### src/sv/jit_pkg.sv
`timescale 1ns / 1ps
package jit_pkg;

  localparam int JOINTS_PER_ARM = 7;
  localparam int ARM_COUNT = 2;
  localparam int TABLE_DEPTH = JOINTS_PER_ARM * ARM_COUNT;
  localparam int ADDR_W = (TABLE_DEPTH > 1) ? $clog2(TABLE_DEPTH) : 1;

  localparam logic [16:0] WEIGHT_ONE = 17'd65536;
  localparam logic [16:0] WEIGHT_RESET = 17'd64881;
  localparam logic [23:0] STIFF_RESET = 24'd12800;
  localparam logic [23:0] DAMP_RESET = 24'd1280;

  typedef enum logic [1:0] {
    ACT_SAMPLE  = 2'd0,
    ACT_DESIRED = 2'd1,
    ACT_GAINS   = 2'd2,
    ACT_NONE    = 2'd3
  } action_t;

  typedef enum logic [2:0] {
    ST_IDLE,
    ST_MUL1,
    ST_FILT,
    ST_MUL2,
    ST_TRQ
  } state_t;

  typedef struct packed {
    logic [1:0]         action;
    logic               arm;
    logic [2:0]         joint;
    logic signed [31:0] position;
    logic signed [31:0] velocity;
    logic [23:0]        stiffness;
    logic [23:0]        damping;
  } in_item_t;

  typedef struct packed {
    logic               out_arm;
    logic [2:0]         out_joint;
    logic signed [31:0] torque;
    logic               saturated;
  } out_item_t;

  typedef struct packed {
    logic signed [31:0] desired;
    logic signed [31:0] fvel;
    logic [23:0]        stiff;
    logic [23:0]        damp;
  } entry_t;

  localparam entry_t ENTRY_RESET = '{
    desired: 32'sd0,
    fvel:    32'sd0,
    stiff:   STIFF_RESET,
    damp:    DAMP_RESET
  };

  typedef struct packed {
    logic    cap;
    logic    mul1;
    logic    filt;
    logic    mul2;
    logic    trq;
    logic    wr;
    action_t act;
  } ctrl_t;

  function automatic logic item_ok(input logic [1:0] action, input logic arm,
                                   input logic [2:0] joint);
    return (int'(arm) < ARM_COUNT) && (int'(joint) < JOINTS_PER_ARM) &&
           (action != ACT_NONE);
  endfunction

  function automatic logic [ADDR_W-1:0] entry_index(input logic arm, input logic [2:0] joint);
    return ADDR_W'(int'(arm) * JOINTS_PER_ARM + int'(joint));
  endfunction

endpackage

### src/sv/jit_ctrl.sv
`timescale 1ns / 1ps
module jit_ctrl (
  input  logic              clk,
  input  logic              rst_n,
  input  logic              start,
  input  jit_pkg::in_item_t in_item,
  output logic              busy,
  output jit_pkg::ctrl_t    ctrl
);
  import jit_pkg::*;

  state_t  state_r, state_nxt;
  action_t act_r;
  logic    accept;

  assign accept = (state_r == ST_IDLE) && start &&
                  item_ok(in_item.action, in_item.arm, in_item.joint);

  always_ff @(posedge clk) begin
    if (!rst_n) begin
      state_r <= ST_IDLE;
      act_r   <= ACT_SAMPLE;
    end else begin
      state_r <= state_nxt;
      if (accept) begin
        act_r <= action_t'(in_item.action);
      end
    end
  end

  always_comb begin
    state_nxt = state_r;
    unique case (state_r)
      ST_IDLE: begin
        if (accept) begin
          state_nxt = ST_MUL1;
        end
      end
      ST_MUL1: begin
        state_nxt = (act_r == ACT_SAMPLE) ? ST_FILT : ST_IDLE;
      end
      ST_FILT: begin
        state_nxt = ST_MUL2;
      end
      ST_MUL2: begin
        state_nxt = ST_TRQ;
      end
      ST_TRQ: begin
        state_nxt = ST_IDLE;
      end
      default: begin
        state_nxt = ST_IDLE;
      end
    endcase
  end

  always_comb begin
    busy      = (state_r != ST_IDLE);
    ctrl.cap  = accept;
    ctrl.mul1 = (state_r == ST_MUL1);
    ctrl.filt = (state_r == ST_FILT);
    ctrl.mul2 = (state_r == ST_MUL2);
    ctrl.trq  = (state_r == ST_TRQ);
    ctrl.wr   = ((state_r == ST_MUL1) && (act_r != ACT_SAMPLE)) || (state_r == ST_FILT);
    ctrl.act  = act_r;
  end

endmodule

### config.mk
export PLATFORM = sky130hd
export DESIGN_NAME = jit_ctrl
export DESIGN_NICKNAME = d
export VERILOG_FILES = /design/src/sv/jit_pkg.sv /design/src/sv/jit_ctrl.sv
export SDC_FILE = /design/constraint.sdc
export NUM_CORES = 1
export LEC_CHECK = 0
export BUFFER_PORTS_ARGS = -buffer_cell sky130_fd_sc_hd__buf_2
export CAP_MARGIN = 20
export CORE_AREA = 2 2 51 53
export CTS_CLUSTER_SIZE = 28
export DETAILED_ROUTE_END_ITERATION = 16
export DIE_AREA = 0 0 53 55
export GPL_TIMING_DRIVEN = 0
export PLACE_DENSITY_LB_ADDON = 0.3
export RECOVER_POWER = 25
export SYNTH_ARGS = -nofsm -noshare
export SYNTH_HDL_FRONTEND = slang
export SYNTH_SLANG_ARGS = --single-unit
### constraint.sdc
create_clock -name clk -period 3.6 [get_ports clk]
set_clock_uncertainty 0.1 [all_clocks]
set_input_delay 0.36 -clock clk [delete_from_list [all_inputs] [get_ports clk]]
set_output_delay 0.36 -clock clk [all_outputs]
set_load 0.03 [all_outputs]
# Word level (Yosys, flattened, before mapping)
# Index checks and enable logic that the tools add are counted.
# totals
output_inout_bits	9
input_bits	121
regBits	5
# op_classes
muxes	3
n_eq_ne	6
n_reduce_logical	9
n_lt_le_gt_ge	1
# ops
operator	n
$pmux W3 S4	1
$eq A3 B2 Y1 const B	2
$logic_and A1 B1 Y1	4
$ne A2 B2 Y1 const B	2
$eq A3 B1 Y1 const B	1
$eq A3 B3 Y1 const B	1
$logic_not A3 Y1	1
$lt A3 B3 Y1 const B	1
$mux W3	1
$reduce_bool A3 Y1	1
$logic_not A2 Y1	1
$mux W2	1
$reduce_bool A2 Y1	1
$logic_or A1 B1 Y1	1

# Logic depth before layout (Yosys ltp)
# Gate-level depths: netlist (run 1).
# depth
ltp_word	5
ltp_mapped	3

# Worst setup path after synthesis (run 1)
# Ideal clock, no wire load.
# synth_timing
kind	flip-flop to output port
startpoint	register state_r[0]
endpoint	output ctrl[2] (netlist bit)
arrival_time_ns	1.656
path_stages_with_launch	4
slack_ns	1.484
t_required_ns	3.140
path_buffers	0
cell_sequence	dfxtp_1 > nor3b_1 > o21ai_0 > nand2b_1
# synth_rtl
element	line_no	text
from (decl)	jit_ctrl.sv:12	state_t state_r, state_nxt;
from (signal assigned)	jit_ctrl.sv:24	state_r <= state_nxt;
to (decl)	jit_ctrl.sv:8	output jit_pkg::ctrl_t ctrl

# Worst setup path after layout (run 1)
# layout_timing
startpoint	register state_r[1]
endpoint	output ctrl[7] (netlist bit)
# layout_via
elab_chain_len	3
# layout_lines
element	line_no	text
$logic_not A3 Y1	jit_ctrl.sv:16	assign accept = (state_r == ST_IDLE) && start &&
$logic_and A1 B1 Y1 (2 in series)	jit_ctrl.sv:16	
# No other way between the ends.

==> summary.md, run 1 <==
| Metric | Value |
|---|---|
| Status | complete, no violations |
| Hold Path End | act_r[0]$_SDFFE_PN0P_ |
| Leakage power | 0.2062 nW |
| Routed len/inst | 8.550 microns |
| Nets | 172 |
| Reg2reg start | state_r[1]$_SDFFE_PN0P_ |
| Largest cells by area after synthesis | dfxtp_1, nor3b_1, mux2i_1 |
| Max-Cap Viols | 0 |
| Peak VDD IR | 0.00007742 V |
| R2R setup slack | 2.25 ns |
| First-pass GRT wire length | 972 microns |
| Post-detail-place hpwl | 594.3 microns |
| H-tree Lvls | 1 |
| DIE HEIGHT | 55 microns |
| Clk slew on worst S/H paths | 0.04 ns |
| Crit path max-delay family | simple AND/OR/NAND/NOR gates |
| Final GP Congestion | 0.7080 |
| Dominant cell type by area after synthesis | dfxtp_1 |
| Fin crit period | 1.986 ns |
| Slew Viols, Final | 0 |
| Critical Path Max Stage Delay | 0.42 ns |
| Buffers on Ports | 16 |
| CTS Hold Bufs | 0 |
| Critical path type | flip-flop to primary output |
| Starting Density | 11.69% |
| Largest net degree at the start of global routing | 9 |
| Antenna violations before repair | 0 |
| Hold/Removal Path Class | primary input to flip-flop |
| Cell Rows | 18 |
| Die area | 0.002915 sq mm |
| Synth-to-Final Area Change | 52.04% |
| Hold Crit Depth | 3 |
| CTS Buffer Depth | 2 |
| Via count | 283 |
| Post-route DRC | 0 |
| Crit end category | primary output |
| Reg2Reg Depth | 3 |
| Worst skew pair latency | 0.24 ns |
| Post-CTS Setup Bufs | 0 |
| Filler Cell Count | 284 |
| # setup viols final | 0 |
| Cell Pwr Density | 425.3 mW/mm^2 |
| Total CTS buffers | 3 |
| Core area | 0.002365 sq mm |
| Vias in the first global route | 249 |
| ANT cells | 0 |
| Slowest cell on the critical path | or3_4 |
| Worst Hold Launch | in_item[116] |
| Crit-path cells | or3_4, nor3_4, buf_4, buf_2 |
| Setup TNS | 0 ns |
| ANT nets after route | 0 |
| Overflow after GRT | 0 |
| RR Endpoint | act_r[0]$_SDFFE_PN0P_ |
| Worst slew margin | 83.19% |
| Worst-Margin Slew | 0.2487 ns |
| Worst path bufs/invs | 2 |
| FF+latch count, synth | 5 |
| Post-Synthesis Cells | 30 |
| Ys Warns | 0 |
| CTS tree | built |
| Required @ worst endpoint | 3.14 ns |
| Root Driver | clkbuf_4 |
| Share of cells above drive strength 1 | 48.00% |
| Fmax | 503.4 MHz |
| Average size of a mapped cell | 9.217 sq um |
| DR iter-0 viols | 2 |
| Design area | 420.4 sq um |
| Final Cycle Share | 55.18% |
| CP arrival | 1.53 ns |
| Sink Count | 5 |
| Critical Path Source Type | flip-flop |
| Sequential fraction of the synthesis area | 36.20% |
| Hold Fails Final Rpt | 0 |
| Post-cts resize count | 0 |
| WL final | 684 microns |
| Crit path max fanout | 8 |
| Via/cell ratio | 3.538 |
| Synth top area share | 36.20% |
| Final core occ | 17.78% |
| First-pass DRT Iterations | 3 |
| Top-Level Pins | 130 |
| Netlist cell types | 18 |
| Cell Area, Synth | 276.5 sq um |
| Mapped Nets | 151 |
| Gr usage total | 5.140% |
| Die extent in x | 53 microns |
| Unrepaired setup endpoints after global routing | no |
| Placed inst area | 394.1 sq um |
[worst max-delay path by stage]
stage	startpoint	depth (start not counted)	end
final	state_r[1]$_SDFFE_PN0P_	4	ctrl[7]
after global placement	state_r[1]$_SDFFE_PN0P_	4	ctrl[7]
after global routing	state_r[1]$_SDFFE_PN0P_	4	ctrl[7]
after floorplan	state_r[0]$_SDFFE_PN0P_	3	ctrl[2]
after CTS	state_r[1]$_SDFFE_PN0P_	4	ctrl[7]
after detailed placement	state_r[1]$_SDFFE_PN0P_	4	ctrl[7]
[worst register-to-register path: stages (launching register included)]
cell and delay (ns):
dfxtp_1 0.37, or3_4 0.42, nor3_4 0.18, mux2i_1 0.21
[sequential cells by signal, summed over array words and instances, names as in the netlist]
name and flops:
act_r 2, state_r 3
[per-stage QoR]
step	instances	power [W]	hold slack (ns)	worst slack, ns
after global routing	80	0.0001891	0.2992	1.519
final	80	0.0001788	0.2886	1.614
after detailed placement	76	0.0001182	0.3966	1.854
after global placement	76	0.0001176	0.3995	1.868
after floorplan	30	0.0001021	0.3783	1.484
after CTS	80	0.0001842	0.2837	1.591
[cells in the mapped netlist, drive strengths merged]
| cell | n |
|---|---|
| or3 | 1 |
| nor3 | 1 |
| a21bo | 1 |
| and2 | 2 |
| o211a | 1 |
| a21oi | 1 |
| inv | 1 |
| nand2b | 1 |
| mux2i | 2 |
| nor2 | 2 |
| nor4b | 1 |
| o21ai | 1 |
| buf | 1 |
| dfxtp | 5 |
| nand2 | 4 |
| and3 | 1 |
| nor3b | 4 |
[cells in the final DEF, fill, tap and decap left out, types with 2 or more instances in the layout]
master    count
buf_2        16
dfxtp_1       5
nor3b_1       4
nand2_1       4
clkbuf_4      3
nor2_1        2
mux2i_1       2
[area by class of cell]
| type | count | area, sq um | area share [%] |
|---|---|---|---|
| multi-input cells | 23 | 165.2 | 39.29 |
| flip-flops and latches | 5 | 100.1 | 23.81 |
| repair buffers | 16 | 80.08 | 19.05 |
| well taps | 30 | 37.54 | 8.929 |
| clock buffers | 4 | 26.28 | 6.250 |
| plain buffers | 1 | 7.507 | 1.786 |
| inverters | 1 | 3.754 | 0.8929 |
[routing by layer]
metal	track usage [%]	vias up	wire, microns
li1	-	147	-
met5	0	-	0
met2	8.542	11	346
met1	4.538	123	254
met3	2.419	2	67
met4	5.128	0	16
[power breakdown]
group          internal (W)   total, W  switching (W)
Sequential        0.0000596  0.0000646     0.00000505
Combinational     0.0000207  0.0000515      0.0000308
Clock             0.0000418  0.0000627      0.0000209
[kinds of logic after synthesis]
group	count (synthesis)	share of synthesized area [%]
and+or+nand+nor	17	41.64
DFF	5	36.20
AOI/OAI and AO/OA	4	10.86
muxes	2	7.240
buffers and inverters	2	4.072
No activity file was read; power rests on OpenSTA's default activity.
==> run 2, diff against run 1 <==
--- a/config.mk
+++ b/config.mk
@@ -7,10 +7,10 @@
 export LEC_CHECK = 0
 export BUFFER_PORTS_ARGS = -buffer_cell sky130_fd_sc_hd__buf_2
 export CAP_MARGIN = 20
-export CORE_AREA = 2 2 51 53
+export CORE_MARGIN = 2
+export CORE_UTILIZATION = 13
 export CTS_CLUSTER_SIZE = 28
 export DETAILED_ROUTE_END_ITERATION = 16
-export DIE_AREA = 0 0 53 55
 export GPL_TIMING_DRIVEN = 0
 export PLACE_DENSITY_LB_ADDON = 0.3
 export RECOVER_POWER = 25
==> constraint.sdc (replaced) <==
create_clock -name clk -period 1.85 [get_ports clk]
set_clock_uncertainty 0.1 [all_clocks]
set_input_delay 0.185 -clock clk [delete_from_list [all_inputs] [get_ports clk]]
set_output_delay 0.185 -clock clk [all_outputs]
set_load 0.03 [all_outputs]
==> summary.md, run 2 (synthesized netlist as in run 1, its figures left out) <==
| Metric | Value |
|---|---|
| Status | complete, no violations |
| Synth-to-Final Area Change | 55.66% |
| Sink Count | 5 |
| Antenna violations before repair | 0 |
| CP arrival | 1.47 ns |
| Required @ worst endpoint | 1.56 ns |
| Gr usage total | 5.975% |
| First-pass DRT Iterations | 4 |
| # setup viols final | 0 |
| ANT nets after route | 0 |
| Final GP Congestion | 0.6565 |
| First-pass GRT wire length | 1.048 mm |
| Worst skew pair latency | 0.24 ns |
| Reg power frac | 35.9% |
| Fmax | 568.3 MHz |
| Fin crit period | 1.760 ns |
| Share of cells above drive strength 1 | 52.94% |
| DR iter-0 viols | 3 |
| Internal Pwr Total | 0.0002414 W |
| Most common cell after layout, fill and taps aside | buf_2 |
| Crit path max fanout | 6 |
| CTS Buffer Depth | 2 |
| Die area | 0.002512 sq mm |
| Peak VDD IR | 0.0001925 V |
| Core area | 0.001982 sq mm |
| Unrepaired setup endpoints after global routing | no |
| Largest net degree at the start of global routing | 9 |
| Critical path type | flip-flop to primary output |
| Vias in the first global route | 251 |
| Via/cell ratio | 3.577 |
| Combinational share of power | 29.6% |
| P_sw | 0.0001117 W |
| Critical Path Source Type | flip-flop |
| Biggest regs | state_r: 3 flops, act_r: 2 flops |
| WL final | 715 microns |
| Die extent in x | 50.12 microns |
| Buffers on Ports | 16 |
| Via count | 279 |
| Clock power share | 34.5% |
| FF/Latch Area | 101.3 sq um |
| Clk slew on worst S/H paths | 0.04 ns |
| R2R setup slack | 0.41 ns |
| Slew Viols, Final | 0 |
| Multi-input logic area | 170.2 sq um |
| Final Cycle Share | 95.11% |
| Commonest non-fill, non-tap cells in the layout | buf_2, nand2_1, dfxtp_1, nor3b_1, clkbuf_4 |
| DIE HEIGHT | 50.12 microns |
| Post-route DRC | 0 |
| Switching Fraction | 31.64% |
| Final core occ | 21.72% |
| CTS tree | built |
| Top-Level Pins | 130 |
| ANT cells | 0 |
| Starting Density | 13.95% |
| Biggest register | state_r |
| Max reg flops | 3 |
| Worst-Margin Slew | 0.2461 ns |
| Setup TNS | 0 ns |
| Leakage power | 0.2156 nW |
| Filler Cell Count | 230 |
| Hold Fails Final Rpt | 0 |
| Overflow after GRT | 0 |
| H-tree Lvls | 1 |
| Fin Hold WS | 0.1164 ns |
| Max-Cap Viols | 0 |
| Cell Pwr Density | 820.4 mW/mm^2 |
| Crit end category | primary output |
| Worst slew margin | 83.36% |
| Total CTS buffers | 3 |
| Routed len/inst | 9.167 microns |
| Nets | 173 |
| Cell Rows | 16 |
| CTS Hold Bufs | 0 |
| Hold/Removal Path Class | primary input to flip-flop |
| Root Driver | clkbuf_4 |
run 2: cell types whose count changed in the layout (fill, tap and decap cells not counted), sizes merged:
| cell | before | now |
|---|---|---|
| buf | 17 | 18 |
run 2: through the flow:
step	setup WS (ns)	power (W)	instances	area (sq um)
floorplan	0.2606	0.0001997	30	281.5
global placement	0.2790	0.0002297	73	395.4
detailed placement	0.2658	0.0002304	73	395.4
CTS	0.003265	0.0003583	77	421.7
global route	0.02753	0.0003787	78	430.4
finish	0.09043	0.0003531	78	430.4
run 2: path summary, 6_finish.rpt:
check,depth (start not counted),end,startpoint
worst max-delay path,4,ctrl[7],state_r[2]$_SDFFE_PN0P_
worst min-delay path,3,act_r[1]$_SDFFE_PN0P_,in_item[117]
worst max register to register,4,act_r[0]$_SDFFE_PN0P_,state_r[2]$_SDFFE_PN0P_
worst min register to register,2,act_r[1]$_SDFFE_PN0P_,act_r[1]$_SDFFE_PN0P_
run 2: worst max-delay path, cell delays in order (launching register included):
cell and delay [ns]:
dfxtp_1 0.36, or3_4 0.40, nor3_4 0.17, buf_4 0.12, buf_2 0.18
run 2: layout make-up:
cell class,count,area share (%)
Buffer,1,1.744
Clock buffer,4,6.105
Inverter,1,0.8721
Multi-Input combinational cell,23,39.53
Sequential cell,5,23.55
Tap cell,27,7.849
Timing Repair Buffer,17,20.35
run 2: power groups by stage:
stage | clock (W) | sequential (W) | combinational [W]
2_1_floorplan | 0 | 0.000132 | 0.0000677
6_report | 0.000122 | 0.000127 | 0.000104
3_5_place_dp | 0 | 0.000128 | 0.000102
4_1_cts | 0.000130 | 0.000126 | 0.000103
3_3_place_gp | 0 | 0.000128 | 0.000102
5_1_grt | 0.000139 | 0.000128 | 0.000111
run 2: per-layer routing:
layer / up-vias / GRT usage, % / part of all wire, %
met4: 0 / 5.556 / 0
met1: 117 / 6.960 / 43
li1: 148 / - / -
met2: 14 / 8.114 / 44
met3: 0 / 2.424 / 12
met5: - / 0 / 0
run 2: repair_timing:
action / CTS / global route
gates resized for setup: 0 / 1
buffers inserted: 0 / 1
endpoints found under the setup margin: 0 / 1
